## config.mk

```make
export PLATFORM = sky130hd
export DESIGN_NAME = scx_div
export DESIGN_NICKNAME = d
export VERILOG_FILES = /design/src/rtl/scx_pkg.sv /design/src/rtl/scx_div.sv
export SDC_FILE = /design/constraint.sdc
export NUM_CORES = 2
export LEC_CHECK = 0
export ABC_AREA = 0
export BUFFER_PORTS_ARGS = -buffer_cell sky130_fd_sc_hd__buf_4
export CAP_MARGIN = 10
export CORE_ASPECT_RATIO = 0.5
export CORE_MARGIN = 4
export CORE_UTILIZATION = 55
export CTS_BUF_LIST = sky130_fd_sc_hd__clkbuf_8
export DETAILED_ROUTE_END_ITERATION = 16
export GPL_ROUTABILITY_DRIVEN = 0
export PLACE_DENSITY = 0.78
export SLEW_MARGIN = 20
export SYNTH_ARGS = -nofsm -noshare
export SYNTH_HDL_FRONTEND = slang
export SYNTH_SLANG_ARGS = --single-unit
export TNS_END_PERCENT = 5
```

## constraint.sdc

```tcl
create_clock -name clk -period 11.82 [get_ports clk]
set_input_delay 0.591 -clock clk [delete_from_list [all_inputs] [get_ports clk]]
set_output_delay 0.591 -clock clk [all_outputs]
set_load 0.05 [all_outputs]
```

## src/rtl/scx_pkg.sv

```systemverilog
`timescale 1ns / 1ps

package scx_pkg;

  localparam int COORD_BITS = 24;
  localparam int FRAC_BITS  = 16;
  localparam int MINC_W     = 50;

  localparam int DIFF_W  = COORD_BITS + 1;
  localparam int PROD_W  = 2 * DIFF_W;
  localparam int CROSS_W = PROD_W + 1;
  localparam int MAG_W   = CROSS_W - 1;

  localparam logic [MINC_W-1:0] MIN_CROSS_RESET = MINC_W'(1);

  typedef struct packed {
    logic signed [COORD_BITS-1:0] path_start_x;
    logic signed [COORD_BITS-1:0] path_start_y;
    logic signed [COORD_BITS-1:0] path_end_x;
    logic signed [COORD_BITS-1:0] path_end_y;
    logic signed [COORD_BITS-1:0] gate_start_x;
    logic signed [COORD_BITS-1:0] gate_start_y;
    logic signed [COORD_BITS-1:0] gate_end_x;
    logic signed [COORD_BITS-1:0] gate_end_y;
  } in_item_t;

  typedef struct packed {
    logic                 crossed;
    logic [FRAC_BITS:0]   path_fraction;
    logic                 dir_positive;
  } out_item_t;

  typedef struct packed {
    logic             crossed;
    logic             neg;
    logic             full;
    logic [MAG_W-1:0] num;
    logic [MAG_W-1:0] den;
  } div_item_t;

endpackage

```

## src/rtl/scx_div.sv

```systemverilog
`timescale 1ns / 1ps

module scx_div (
  input  logic                clk,
  input  logic                rst_n,
  input  logic                in_valid,
  input  scx_pkg::div_item_t  in_data,
  output logic                in_stall,
  output logic                out_valid,
  output scx_pkg::out_item_t  out_data,
  input  logic                out_stall
);

  localparam int NST = scx_pkg::FRAC_BITS + 1;
  localparam int MW  = scx_pkg::MAG_W;
  localparam int FB  = scx_pkg::FRAC_BITS;

  logic [NST-1:0]          vld_r;
  logic [NST-1:0]          adv;
  logic [NST-1:0]          crossed_r;
  logic [NST-1:0]          neg_r;
  logic [NST-1:0]          full_r;
  logic [MW-1:0]           rem_r [NST];
  logic [MW-1:0]           den_r [NST];
  logic [FB-1:0]           quo_r [NST];

  logic [MW-1:0]           rem_nxt [NST-1];
  logic [FB-1:0]           quo_nxt [NST-1];

  // bubble-collapsing advance chain
  always_comb begin
    adv[NST-1] = !vld_r[NST-1] || !out_stall;
    for (int k = NST - 2; k >= 0; k--) begin
      adv[k] = !vld_r[k] || adv[k+1];
    end
  end

  assign in_stall = !adv[0];

  // one restoring step per stage
  always_comb begin
    logic [MW:0] sh;
    logic [MW:0] diff;
    logic        ge;
    for (int k = 0; k < NST - 1; k++) begin
      sh   = {rem_r[k], 1'b0};
      diff = sh - {1'b0, den_r[k]};
      ge   = sh >= {1'b0, den_r[k]};
      rem_nxt[k] = ge ? diff[MW-1:0] : sh[MW-1:0];
      quo_nxt[k] = {quo_r[k][FB-2:0], ge};
    end
  end

  always_ff @(posedge clk) begin
    if (!rst_n) begin
      vld_r <= '0;
    end else begin
      if (adv[0]) begin
        vld_r[0] <= in_valid;
      end
      for (int k = 1; k < NST; k++) begin
        if (adv[k]) begin
          vld_r[k] <= vld_r[k-1];
        end
      end
    end
  end

  always_ff @(posedge clk) begin
    if (adv[0] && in_valid) begin
      crossed_r[0] <= in_data.crossed;
      neg_r[0]     <= in_data.neg;
      full_r[0]    <= in_data.full;
      rem_r[0]     <= in_data.num;
      den_r[0]     <= in_data.den;
      quo_r[0]     <= '0;
    end
    for (int k = 1; k < NST; k++) begin
      if (adv[k] && vld_r[k-1]) begin
        crossed_r[k] <= crossed_r[k-1];
        neg_r[k]     <= neg_r[k-1];
        full_r[k]    <= full_r[k-1];
        rem_r[k]     <= rem_nxt[k-1];
        den_r[k]     <= den_r[k-1];
        quo_r[k]     <= quo_nxt[k-1];
      end
    end
  end

  assign out_valid = vld_r[NST-1];

  always_comb begin
    out_data.crossed      = crossed_r[NST-1];
    out_data.dir_positive = crossed_r[NST-1] && neg_r[NST-1];
    if (!crossed_r[NST-1]) begin
      out_data.path_fraction = '0;
    end else if (full_r[NST-1]) begin
      out_data.path_fraction = {1'b1, {FB{1'b0}}};
    end else begin
      out_data.path_fraction = {1'b0, quo_r[NST-1]};
    end
  end

endmodule

```

==> results.ini <==
[global_route]
grt_pass1_vias = 70900
grt_pass1_wl_um = 355000
grtUsageTotal_pct = 21.2
grt-ovfl-total = 0
antenna_found_initial = 4
grt_max_degree = 96

[clocking]
cts_resized = 0
clkTransAtPathRegs_ns = 0.07
clock-sinks = 1804
post_cts_buffers = 0
cts_tree = done
clk_latency_ns = 0.92
cts_made_buffers = 275
cts_root_buf = clkbuf_8
clockBufferDepth = 4
htreeDepth = 5

[floorplan]
num_rows = 114
die_h_um = 320
core_mm2 = 0.193
io_pins = 128
dieArea_mm2 = 0.202
die_w_um = 631
initial_core_util_pct = 55.3

[yosys]
yosys_most_used_dff = edfxtp_1
synth_async_sr_flop_share_pct = 0
avgSynthCellArea_um2 = 10.8
yosysSeqAreaShare_pct = 50.5
syn_nets = 10800
syn_inst = 9908
ys_types = 104
netlist_area_mm2 = 0.107
synth_edf_count = 1787
yosysWarnings = 0
ys_ff_latch = 1804

[timing]
timing_hold_violations_final = 0
max_freq_ghz = 0.199
setup_viol = 0
period_share_pct = 42.5
finClkSkew_ns = 0.0624
final.setup.tns_ns = 0
period_minus_slack_ns = 5.03
hold_ws_ns = 0.382
slew_headroom_pct = 24.3
worst_pin_slew_ns = 1.13
drv_slew = 0
rsz0062_at_grt = false

[critical_path]
r2r_slack_ns = 6.91
startpoint_type = flip-flop
cp.arrival_ns = 4.44
cp_data_required_time_ns = 11.23
worst_setup_path_end_kind = primary output
crit-reg2reg-launch = rem_r[0][301]
cp_max_fo = 5
reg2reg_to = rem_r[0][383]
criticalPathCategory = flip-flop to primary output
ff2ff_path_depth = 13

[power]
swShare_pct = 21.6
seqPwrFrac_pct = 57.0
p_comb_share_pct = 5.1
p_total_w = 0.0124
p_sw_w = 0.00268
intPower_w = 0.00974
peakVddDrop_uv = 117
cellPowerDensity_mw_per_mm2 = 107
p_clk_share_pct = 37.9
p_leak_nw = 47.6

[status]
outcome = finished clean

[route]
drc = 0
wire_per_inst_um = 16.9
vias_per_cell = 5.72
antenna_left = 0
drt-initial-drc-count = 6647
routed_wl_um = 218000
num_vias = 74100
dr.pass1.iters = 7

[run]
drv_cap = 0

[place]
dp_cells = 12400
placed_cell_area_mm2 = 0.110
dp_hpwl_um = 164000
portBuffers = 127

[finish]
drive_above_1_share_pct = 8.43
syn_to_final_growth_pct = 8.89
final_cells = 13000
final_cell_area_mm2 = 0.116
multi_input_area_mm2 = 0.0481
fin_nets = 11100
regArea_mm2 = 0.0540
fillers = 15200

[hold_path]
hold_path.startpoint = in_data[28]
holdPathEnd = den_r[0][28]
min_path_cells = 2
min_path_type = input pin to flip-flop

## state kept, by name, indices dropped and copies added (netlist names)
name / cells
crossed_r: 17
den_r: 800
full_r: 17
neg_r: 17
quo_r: 136
rem_r: 800
vld_r: 17
## cell usage in the layout, fill, tap and decap left out, drive strengths merged, types with 282 or more instances in the layout
master  synthesis  layout
nor2          554     554
a21oi         915     915
ha            799     799
edfxtp       1787    1787
o21ai         659     659
xnor2         389     389
clkbuf        218     293
nand2         742     742
a21o          524     524
xor2          282     282
inv           981    1073
## metrics by stage
step                setup WS [ns]  util (%)
finish                       6.79      60.2
global route                 6.46      60.2
CTS                          6.71      60.2
detailed placement           6.76      57.1
global placement             6.86      57.1
floorplan                    1.46         -
## layer usage
metal,wire [µm],GRT usage (%),vias up
met5,0,0,-
met1,95700,28.0,33900
met3,12700,2.67,651
met4,10800,9.97,0
met2,99200,34.9,2807
li1,-,-,36700
## cell type report
| cell class | count | area share, % |
|---|---|---|
| diodes | 2 | 0.00430 |
| clock buffers | 293 | 3.47 |
| clock inverters | 169 | 0.750 |
| inverters | 981 | 3.16 |
| multi-input cells | 6809 | 41.3 |
| flip-flops and latches | 1804 | 46.4 |
| well taps | 2610 | 2.81 |
| repair buffers | 282 | 2.07 |
## cells in the mapped netlist (163+ instances only)
cell      count  area (µm²)
mux2_2      211        2380
nor2_1      554        2080
o21ai_0     637        3190
ha_1        799       10000
edfxtp_1   1787       53700
inv_1       981        3680
nand4_1     163        1020
clkbuf_1    218         818
a21o_1      524        3930
nand2_1     742        2790
a21oi_1     908        4540
xnor2_1     389        3410
xor2_1      282        2470
## cell families (layout without fill, tap and decap cells)
kind of cell / Yosys count / in the layout / synth area share [%]
simple gates: 2212 / 2212 / 9.81
mux: 289 / 289 / 3.19
xor+xnor: 671 / 671 / 5.50
buf+inv: 1295 / 1725 / 4.73
other cells: 0 / 2 / 0
compound gates: 2823 / 2823 / 16.6
fa+ha+maj: 814 / 814 / 9.64
flops: 1804 / 1804 / 50.5
## power groups by stage
stage | clock [W] | sequential [W] | combinational [W]
after floorplan | 0 | 0.00721 | 0.000458
after global placement | 0 | 0.00721 | 0.000570
after detailed placement | 0 | 0.00721 | 0.000588
after CTS | 0.00484 | 0.00708 | 0.000621
after global routing | 0.00515 | 0.00708 | 0.000699
final | 0.00471 | 0.00708 | 0.000631
## how the worst max path moves through the flow
stage	cells after the start	endpoint	from	slack [ns]
after floorplan	6	crossed_r[8]	out_stall	1.46
after global placement	13	den_r[0][44]	out_stall	6.86
after detailed placement	13	den_r[0][45]	out_stall	6.76
after CTS	11	in_stall	vld_r[16]	6.71
after global routing	11	in_stall	vld_r[16]	6.46
final	11	in_stall	vld_r[16]	6.79
## worst max-delay path, stage by stage, from the launching register on
cell     delay [ns]
dfxtp_1        0.39
and3_1         0.27
and2_1         0.32
and3_1         0.29
and2_1         0.29
nand2_1        0.11
nor2_1         0.31
and3_1         0.31
and2_1         0.33
and3_1         0.38
and3_1         0.29
buf_4          0.23
## repair_timing
| action | CTS | global route |
|---|---|---|
| hold buffers | 108 | 0 |
| hold endpoints to repair | 120 | 0 |
| endpoints found under the setup margin | 0 | 0 |
(Power assumes the default switching activity.)
